<file path="config.mk">
export PLATFORM = sky130hd
export DESIGN_NAME = encoder_distance_move_controller_core
export DESIGN_NICKNAME = d
export VERILOG_FILES = /design/src/rtl/edmc_pkg.sv /design/src/rtl/edmc_ctrl.sv /design/src/rtl/edmc_datapath.sv /design/src/rtl/encoder_distance_move_controller_core.sv
export SDC_FILE = /design/constraint.sdc
export NUM_CORES = 2
export LEC_CHECK = 0
export BUFFER_PORTS_ARGS = -buffer_cell sky130_fd_sc_hd__clkbuf_2
export CORE_MARGIN = 1
export CORE_UTILIZATION = 60
export DETAILED_ROUTE_END_ITERATION = 16
export PLACE_DENSITY = 0.77
export SYNTH_ARGS = -nofsm -noshare
export SYNTH_HDL_FRONTEND = slang
export SYNTH_SLANG_ARGS = --single-unit
</file>
<file path="constraint.sdc">
create_clock -name aclk -period 8.9 [get_ports aclk]
set_input_delay 0.445 -clock aclk [delete_from_list [all_inputs] [get_ports aclk]]
set_output_delay 0.445 -clock aclk [all_outputs]
set_load 0.05 [all_outputs]
</file>
<file path="src/rtl/edmc_pkg.sv">
// Shared types, widths and constants for the encoder distance move controller.
package edmc_pkg;

    localparam int IN_CNT_W = 32;
    localparam int TGT_W    = 20;
    localparam int TIME_W   = 32;
    localparam int ERR_W    = 20;
    localparam int DERR_W   = ERR_W + 1;
    localparam int DT_W     = 8;
    localparam int PROD_W   = ERR_W + DT_W;
    localparam int NUM_W    = 36;
    localparam int Q_W      = NUM_W - 1;
    localparam int DIV_W    = 15;
    localparam int SPEED_W  = 8;
    localparam int CFG_W    = 32;
    localparam int CFG_IDX_W = 2;
    localparam int DIV_CNT_W = $clog2(Q_W);

    localparam logic [TGT_W-1:0]       TARGET_RST  = '0;
    localparam logic [TIME_W-1:0]      TIMEOUT_RST = 32'd2000;
    localparam logic                   FORWARD_RST = 1'b1;

    localparam logic [TIME_W-1:0]      DT_MAX      = 32'd200;
    localparam logic [DT_W-1:0]        DT_MIN      = 8'd1;
    localparam logic [DT_W-1:0]        DT_CLAMP    = 8'd200;
    localparam logic signed [NUM_W-1:0] KP_GAIN    = 36'sd45;
    localparam logic signed [NUM_W-1:0] KD_GAIN    = 36'sd9000;
    localparam logic [DIV_W-1:0]       DT_SCALE    = 15'd100;
    localparam logic [Q_W-1:0]         SPEED_MAX_Q = 35'd150;
    localparam logic [SPEED_W-1:0]     SPEED_MAX   = 8'd150;
    localparam logic [SPEED_W-1:0]     SPEED_MIN   = 8'd50;
    localparam logic [ERR_W-1:0]       ERR_FLOOR   = 20'd20;

    typedef enum logic [1:0] {
        ST_RUNNING   = 2'd0,
        ST_REACHED   = 2'd1,
        ST_TIMEOUT   = 2'd2,
        ST_START_ACK = 2'd3
    } edmc_status_t;

    typedef enum logic [CFG_IDX_W-1:0] {
        REG_TARGET    = 2'd0,
        REG_TIMEOUT   = 2'd1,
        REG_DIRECTION = 2'd2
    } edmc_reg_idx_t;

    typedef struct packed {
        logic load_in;
        logic snap;
        logic delta;
        logic mag;
        logic avg;
        logic check;
        logic prod;
        logic num;
        logic div_step;
        logic load_out;
    } edmc_cmd_t;

    typedef struct packed {
        logic is_update;
        logic halt;
        logic out_free;
    } edmc_stat_t;

endpackage

</file>
<file path="src/rtl/edmc_ctrl.sv">
// Sequencer that steps one transaction through the datapath.
module edmc_ctrl
    import edmc_pkg::*;
(
    input  logic       aclk,
    input  logic       aresetn,
    input  logic       s_valid,
    output logic       s_ready,
    input  edmc_stat_t stat,
    output edmc_cmd_t  cmd
);

    typedef enum logic [9:0] {
        S_IDLE   = 10'b00_0000_0001,
        S_DELTA  = 10'b00_0000_0010,
        S_SNAP   = 10'b00_0000_0100,
        S_MAG    = 10'b00_0000_1000,
        S_AVG    = 10'b00_0001_0000,
        S_CHECK  = 10'b00_0010_0000,
        S_PROD   = 10'b00_0100_0000,
        S_NUM    = 10'b00_1000_0000,
        S_DIV    = 10'b01_0000_0000,
        S_RESULT = 10'b10_0000_0000
    } state_t;

    state_t               state_reg, state_next;
    logic [DIV_CNT_W-1:0] cnt_reg, cnt_next;

    always_comb begin
        state_next = state_reg;
        cnt_next   = cnt_reg;
        cmd        = '0;
        case (state_reg)
            S_IDLE: begin
                if (s_valid) begin
                    cmd.load_in = 1'b1;
                    state_next  = S_DELTA;
                end
            end
            S_DELTA: begin
                cmd.delta  = 1'b1;
                state_next = stat.is_update ? S_MAG : S_SNAP;
            end
            S_SNAP: begin
                cmd.snap   = 1'b1;
                state_next = S_RESULT;
            end
            S_MAG: begin
                cmd.mag    = 1'b1;
                state_next = S_AVG;
            end
            S_AVG: begin
                cmd.avg    = 1'b1;
                state_next = S_CHECK;
            end
            S_CHECK: begin
                cmd.check  = 1'b1;
                state_next = stat.halt ? S_RESULT : S_PROD;
            end
            S_PROD: begin
                cmd.prod   = 1'b1;
                state_next = S_NUM;
            end
            S_NUM: begin
                cmd.num    = 1'b1;
                cnt_next   = '0;
                state_next = S_DIV;
            end
            S_DIV: begin
                cmd.div_step = 1'b1;
                cnt_next     = cnt_reg + 1'b1;
                if (cnt_reg == DIV_CNT_W'(Q_W - 1)) begin
                    state_next = S_RESULT;
                end
            end
            S_RESULT: begin
                if (stat.out_free) begin
                    cmd.load_out = 1'b1;
                    state_next   = S_IDLE;
                end
            end
            default: begin
                state_next = S_IDLE;
            end
        endcase
    end

    always_ff @(posedge aclk) begin
        if (!aresetn) begin
            state_reg <= S_IDLE;
            cnt_reg   <= '0;
        end else begin
            state_reg <= state_next;
            cnt_reg   <= cnt_next;
        end
    end

    assign s_ready = (state_reg == S_IDLE);

endmodule

</file>
<file path="src/rtl/edmc_datapath.sv">
// Datapath: configuration, move snapshot, travel error, PD numerator and divider.
module edmc_datapath
    import edmc_pkg::*;
#(
    parameter int COUNT_WIDTH = 32
) (
    input  logic                        aclk,
    input  logic                        aresetn,
    input  logic                        cfg_wr_en,
    input  logic [CFG_IDX_W-1:0]        cfg_index,
    input  logic [CFG_W-1:0]            cfg_wr_data,
    input  logic                        s_cmd,
    input  logic signed [IN_CNT_W-1:0]  s_right_count,
    input  logic signed [IN_CNT_W-1:0]  s_left_count,
    input  logic [TIME_W-1:0]           s_now_ms,
    output logic                        m_valid,
    input  logic                        m_ready,
    output logic [1:0]                  m_status,
    output logic [SPEED_W-1:0]          m_speed,
    output logic                        m_direction,
    input  edmc_cmd_t                   cmd,
    output edmc_stat_t                  stat
);

    localparam int CW    = COUNT_WIDTH;
    localparam int CMP_W = (CW > TGT_W) ? CW : TGT_W;

    logic [TGT_W-1:0]   target_reg;
    logic [TIME_W-1:0]  timeout_reg;
    logic               forward_reg;

    logic [CW-1:0]      start_right_reg, start_left_reg;
    logic [TIME_W-1:0]  start_time_reg, last_time_reg;
    logic [ERR_W-1:0]   last_error_reg;

    logic               cmd_in_reg;
    logic [CW-1:0]      right_reg, left_reg;
    logic [TIME_W-1:0]  now_reg;

    logic [CW-1:0]      dr_reg, dl_reg, ar_reg, al_reg, avg_reg;
    logic [ERR_W-1:0]   err_reg;
    logic [DT_W-1:0]    dt_reg;
    edmc_status_t       code_reg;
    logic [PROD_W-1:0]  prod_reg;
    logic signed [DERR_W-1:0] derr_reg;
    logic [DIV_W-1:0]   divisor_reg, rem_reg;
    logic [Q_W-1:0]     quo_reg;
    logic               neg_reg;

    logic               m_valid_reg;
    edmc_status_t       m_status_reg;
    logic [SPEED_W-1:0] m_speed_reg;
    logic               m_direction_reg;

    logic [CW:0]        sum;
    logic [CMP_W-1:0]   avg_ext, target_ext, err_full;
    logic               reached, timed_out;
    logic [TIME_W-1:0]  elapsed, dt_raw;
    logic [DT_W-1:0]    dt_next;
    logic signed [NUM_W-1:0] num;
    logic [DIV_W+1:0]   trial;
    logic [SPEED_W-1:0] sat, speed;

    always_ff @(posedge aclk) begin
        if (!aresetn) begin
            target_reg  <= TARGET_RST;
            timeout_reg <= TIMEOUT_RST;
            forward_reg <= FORWARD_RST;
        end else if (cfg_wr_en) begin
            case (cfg_index)
                REG_TARGET:    target_reg  <= cfg_wr_data[TGT_W-1:0];
                REG_TIMEOUT:   timeout_reg <= cfg_wr_data[TIME_W-1:0];
                REG_DIRECTION: forward_reg <= cfg_wr_data[0];
                default: ;
            endcase
        end
    end

    assign sum        = {1'b0, ar_reg} + {1'b0, al_reg};
    assign avg_ext    = CMP_W'(avg_reg);
    assign target_ext = CMP_W'(target_reg);
    assign reached    = (avg_ext >= target_ext);
    assign err_full   = target_ext - avg_ext;
    assign elapsed    = now_reg - start_time_reg;
    assign timed_out  = (elapsed > timeout_reg);
    assign dt_raw     = now_reg - last_time_reg;

    always_comb begin
        if (dt_raw == '0) begin
            dt_next = DT_MIN;
        end else if (dt_raw > DT_MAX) begin
            dt_next = DT_CLAMP;
        end else begin
            dt_next = dt_raw[DT_W-1:0];
        end
    end

    assign num = signed'(NUM_W'(prod_reg)) * KP_GAIN + NUM_W'(derr_reg) * KD_GAIN;
    assign trial = {1'b0, rem_reg, quo_reg[Q_W-1]} - {2'b00, divisor_reg};

    always_ff @(posedge aclk) begin
        if (!aresetn) begin
            start_right_reg <= '0;
            start_left_reg  <= '0;
            start_time_reg  <= '0;
            last_time_reg   <= '0;
            last_error_reg  <= '0;
        end else if (cmd.snap) begin
            start_right_reg <= right_reg;
            start_left_reg  <= left_reg;
            start_time_reg  <= now_reg;
            last_time_reg   <= now_reg;
            last_error_reg  <= '0;
        end else if (cmd.prod) begin
            last_time_reg   <= now_reg;
            last_error_reg  <= err_reg;
        end
    end

    always_ff @(posedge aclk) begin
        if (cmd.load_in) begin
            cmd_in_reg <= s_cmd;
            right_reg  <= CW'(s_right_count);
            left_reg   <= CW'(s_left_count);
            now_reg    <= s_now_ms;
        end
        if (cmd.delta) begin
            dr_reg <= right_reg - start_right_reg;
            dl_reg <= left_reg - start_left_reg;
        end
        if (cmd.mag) begin
            ar_reg <= dr_reg[CW-1] ? (~dr_reg + 1'b1) : dr_reg;
            al_reg <= dl_reg[CW-1] ? (~dl_reg + 1'b1) : dl_reg;
        end
        if (cmd.avg) begin
            avg_reg <= sum[CW:1];
        end
        if (cmd.snap) begin
            code_reg <= ST_START_ACK;
        end
        if (cmd.check) begin
            err_reg <= err_full[ERR_W-1:0];
            dt_reg  <= dt_next;
            if (reached) begin
                code_reg <= ST_REACHED;
            end else if (timed_out) begin
                code_reg <= ST_TIMEOUT;
            end else begin
                code_reg <= ST_RUNNING;
            end
        end
        if (cmd.prod) begin
            prod_reg <= PROD_W'(err_reg) * PROD_W'(dt_reg);
            derr_reg <= signed'({1'b0, err_reg}) - signed'({1'b0, last_error_reg});
        end
        if (cmd.num) begin
            quo_reg     <= num[Q_W-1:0];
            neg_reg     <= num[NUM_W-1];
            rem_reg     <= '0;
            divisor_reg <= DIV_W'(dt_reg) * DT_SCALE;
        end
        if (cmd.div_step) begin
            if (!trial[DIV_W+1]) begin
                rem_reg <= trial[DIV_W-1:0];
                quo_reg <= {quo_reg[Q_W-2:0], 1'b1};
            end else begin
                rem_reg <= {rem_reg[DIV_W-2:0], quo_reg[Q_W-1]};
                quo_reg <= {quo_reg[Q_W-2:0], 1'b0};
            end
        end
    end

    always_comb begin
        if (neg_reg) begin
            sat = '0;
        end else if (quo_reg > SPEED_MAX_Q) begin
            sat = SPEED_MAX;
        end else begin
            sat = quo_reg[SPEED_W-1:0];
        end
        if (code_reg != ST_RUNNING) begin
            speed = '0;
        end else if ((sat < SPEED_MIN) && (err_reg > ERR_FLOOR)) begin
            speed = SPEED_MIN;
        end else begin
            speed = sat;
        end
    end

    always_ff @(posedge aclk) begin
        if (!aresetn) begin
            m_valid_reg <= 1'b0;
        end else if (cmd.load_out) begin
            m_valid_reg <= 1'b1;
        end else if (m_ready) begin
            m_valid_reg <= 1'b0;
        end
    end

    always_ff @(posedge aclk) begin
        if (cmd.load_out) begin
            m_status_reg    <= code_reg;
            m_speed_reg     <= speed;
            m_direction_reg <= forward_reg;
        end
    end

    assign stat.is_update = cmd_in_reg;
    assign stat.halt      = reached || timed_out;
    assign stat.out_free  = !m_valid_reg || m_ready;

    assign m_valid     = m_valid_reg;
    assign m_status    = m_status_reg;
    assign m_speed     = m_speed_reg;
    assign m_direction = m_direction_reg;

endmodule

</file>
<file path="src/rtl/encoder_distance_move_controller_core.sv">
// Encoder distance move controller: start/update transactions in, status and PD speed out.
// A start transaction (cmd 0) snapshots both wheel counts and the time and answers
// "start acknowledged" after its delta and snapshot steps. An update transaction (cmd 1)
// measures travel, checks completion and timeout, and when still running divides the PD
// numerator by 100*dt in a restoring divider that retires one quotient bit per cycle; a
// running update passes the delta, magnitude, average, check, product and numerator steps
// and the divider steps to its result, while completion and timeout answers go to the
// result after the check step. One transaction is in flight at a time and the next is taken
// the cycle after the result is loaded. The result sits in an output register, so a new
// transaction is taken while it waits; that transaction holds at its result step until the
// output register is free. Configuration writes are taken at any time and must only be
// issued while idle.
module encoder_distance_move_controller_core
    import edmc_pkg::*;
#(
    parameter int COUNT_WIDTH = 32
) (
    input  logic                        aclk,
    input  logic                        aresetn,
    input  logic                        cfg_wr_en,
    input  logic [CFG_IDX_W-1:0]        cfg_index,
    input  logic [CFG_W-1:0]            cfg_wr_data,
    input  logic                        s_valid,
    output logic                        s_ready,
    input  logic                        s_cmd,
    input  logic signed [IN_CNT_W-1:0]  s_right_count,
    input  logic signed [IN_CNT_W-1:0]  s_left_count,
    input  logic [TIME_W-1:0]           s_now_ms,
    output logic                        m_valid,
    input  logic                        m_ready,
    output logic [1:0]                  m_status,
    output logic [SPEED_W-1:0]          m_speed,
    output logic                        m_direction
);

    edmc_cmd_t  cmd;
    edmc_stat_t stat;

    edmc_ctrl u_ctrl (
        .aclk    (aclk),
        .aresetn (aresetn),
        .s_valid (s_valid),
        .s_ready (s_ready),
        .stat    (stat),
        .cmd     (cmd)
    );

    edmc_datapath #(
        .COUNT_WIDTH (COUNT_WIDTH)
    ) u_datapath (
        .aclk          (aclk),
        .aresetn       (aresetn),
        .cfg_wr_en     (cfg_wr_en),
        .cfg_index     (cfg_index),
        .cfg_wr_data   (cfg_wr_data),
        .s_cmd         (s_cmd),
        .s_right_count (s_right_count),
        .s_left_count  (s_left_count),
        .s_now_ms      (s_now_ms),
        .m_valid       (m_valid),
        .m_ready       (m_ready),
        .m_status      (m_status),
        .m_speed       (m_speed),
        .m_direction   (m_direction),
        .cmd           (cmd),
        .stat          (stat)
    );

endmodule

</file>
==> metrics <==
worst setup path class reg -> reg; ANT nets after route 0; Detailed Route Iter0 Violations 2,046; Core Util, Final about two thirds; area delta synth->final 11.1%; Ys Warns 0; Routed WL 104,000 um; required time worst endpoint roughly 9.3 ns; Primary FF master, synth edfxtp_1; setup TNS 0 ns; Final WS setup between 1.5 and 2 ns; final worst path period share 82.1%; Core Footprint approximately 80,000 um^2; share of cells above drive strength 1 6.20%; CTS Sinks about 630; post-DR wirelength/cell ~16 um; overall power between 7 and 8 mW; Cell variety after synth 82; GP Congestion between 0.9 and 1; Setup Viol. Count Final 0; vias in the first global route between 30,000 and 40,000; CTS clk-pin slew, worst paths around 0.06 ns; r2r startpoint u_datapath.derr_reg[1]; I/O pins between 100 and 150; R2R Setup Slk between 1.5 and 2 ns; worst-margin pin slew 1.16 ns; GR met1 Demand/Resource between 30% and 40%; max reg flops 35; Setup Fix Bufs, Post-CTS 0; Nets around 6,100; Setup Skew ~0.064 ns; leak pwr about 22 nW; total track usage 25.9%; Hold EP u_datapath.left_reg[30]; pin count of the biggest net entering global routing around 110; Crit. Startpoint u_datapath.derr_reg[1]; peak supply drop between 150 and 200 uV; Slew Limit Fails 0; area of the die 80,500 um^2; Initial DRT Pass Iterations 6; H-tree depth 3; CTS tree done; Max-Cap Viols 0; met3 Use GR under 10%; RSZ-0062 raised after global routing no; Max stage delay on crit path 0.53 ns; startpoint types flop; detailed-route via count 35,300; syn nets 5,910; Pwr Density roughly 130 nW/um^2; vias per cell roughly 5.6; synthesized flop and latch total between 600 and 700; worst min-delay path startpoint s_left_count[30]; Post-synth EDFFs ~410; Async S/R FF share, synth 0%; initial antenna violation count 12; Post-Syn Instances 5,013; Hold Path Depth 1; WP data arrival 7.66 ns; Initial Util approximately three fifths; clock latency on the worst-skew pair between 0.6 and 0.7 ns; cell area after layout 52,900 um^2; total grt overflow 0; num rows between 100 and 150; sequential fraction of the synthesis area approximately a third; Crit. End Element flop; fin crit period between 7 and 8 ns; Longest Clk Path Bufs 3; Reg-to-Reg End u_datapath.neg_reg; Die H approximately 280 um; Mapped Area between 40,000 and 50,000 um^2; PortBufs around 150; critical path's slowest cell edfxtp_1; Final Hold Viols 0; fmax between 100 and 150 MHz; status finished clean; GRT Max-Usage Layer met2; first-pass GRT wire length between 150,000 and 200,000 um; M2 GR Usage around 45%; R2R cell count 31; clk root buf clkbuf_16; CTS Buf Count 74; DP HPWL between 70,000 and 80,000 um; pre-CTS WS approximately 1.7 ns; worst-path fanout max 6; Remaining DRCs 0; HP Class in -> reg; Max-slew headroom 22.3%; Die Width 284 um; placed cell area between 40,000 and 50,000 um^2; Avg Cell Area, Syn 9.50 um^2
==> cells by family (layout without fill, tap and decap cells) <==
| logic type | Yosys count | in the layout | share of synthesized area (%) |
|---|---|---|---|
| and+or+nand+nor | 1370 | 1370 | 13.3 |
| AOI/OAI and AO/OA | 1109 | 1109 | 15.4 |
| buffers and inverters | 792 | 1066 | 6.27 |
| adders and majority gates | 761 | 761 | 23.5 |
| DFF | 629 | 629 | 35.1 |
| xor gates and xnor gates | 330 | 330 | 6.07 |
| muxes | 22 | 22 | 0.473 |
| other | 0 | 3 | 0 |
==> cell type report <==
type | count | area (um^2)
timing repair buffer | 265 | 1870
clock buffer | 97 | 2020
multi-input combinational | 3592 | 28000
tap | 1040 | 1300
sequential | 629 | 16700
inverter | 663 | 2490
fill | 6006 | 25000
antenna | 3 | 7.51
clock inverter | 41 | 553
==> through the flow <==
stage                     cells  hold slack, ns
after floorplan            5013           0.400
after global placement     6091           0.411
after detailed placement   6091           0.409
after CTS                  6327         0.00474
after global routing       6328          0.0219
final                      6330          0.0378
==> cells in the final DEF, fill, tap and decap left out, types with 189 or more instances in the layout <==
cell and count:
inv_1 662, nor2_1 233, xnor2_1 250, ha_1 540, o21ai_0 189, fa_1 221, dfxtp_1 218, a21boi_0 198
edfxtp_1 411, nand2_1 637, a21oi_1 273
==> power by group <==
group,switching [mW],internal (mW),leakage (nW)
clock,1.30,1.87,1.24
combinational,0.373,0.309,15.2
sequential,0.0531,3.18,5.55
==> worst max path at each step <==
stage | depth (start not counted) | endpoint
3_3_place_gp | 31 | u_datapath.neg_reg
2_1_floorplan | 31 | u_datapath.neg_reg
3_5_place_dp | 31 | u_datapath.neg_reg
6_report | 31 | u_datapath.neg_reg
4_1_cts | 31 | u_datapath.neg_reg
5_1_grt | 31 | u_datapath.neg_reg
==> per-layer routing <==
layer / wire (um) / share of wire [%]
met1: 45200 / 43
met2: 50800 / 49
met3: 5220 / 5.0
met4: 2940 / 2.8
met5: 138 / 0.13
==> critical path: cells and delay by family, from the launching register on <==
kind                     cells  cell delay (ns)
AND/OR/NAND/NOR              2             0.18
buffers and inverters        4             0.20
flip-flops                   1             0.53
adder cells (fa/ha/maj)      6             2.60
XOR/XNOR                     2             0.18
AO/OA/AOI/OAI               17             3.29
==> synth_stat cells, drive strengths merged (24+ instances only) <==
| master | count | area share [%] |
|---|---|---|
| nand2 | 637 | 5.0 |
| nor2 | 235 | 1.9 |
| nand2b | 52 | 0.68 |
| a31oi | 24 | 0.32 |
| a21o | 127 | 2.0 |
| ha | 540 | 14 |
| o21ai | 192 | 2.0 |
| o21bai | 32 | 0.50 |
| nor3 | 63 | 0.66 |
| xor2 | 80 | 1.5 |
| and3 | 35 | 0.46 |
| o21a | 59 | 0.93 |
| nand4 | 29 | 0.38 |
| a211oi | 30 | 0.48 |
| dfxtp | 218 | 9.2 |
| edfxtp | 411 | 26 |
| o31ai | 28 | 0.44 |
| clkbuf | 115 | 0.91 |
| fa | 221 | 9.3 |
| or3 | 34 | 0.45 |
| nor2b | 63 | 0.84 |
| nand3 | 57 | 0.60 |
| xnor2 | 250 | 4.6 |
| inv | 663 | 5.2 |
| a21oi | 273 | 2.9 |
| a21boi | 199 | 3.1 |
| and2 | 87 | 1.1 |
==> timing repair <==
item,4_1_cts,5_1_grt
resized for setup,0,0
hold endpoints to repair,98,0
hold buffers,98,0
No activity file was read; power rests on OpenSTA's default activity.
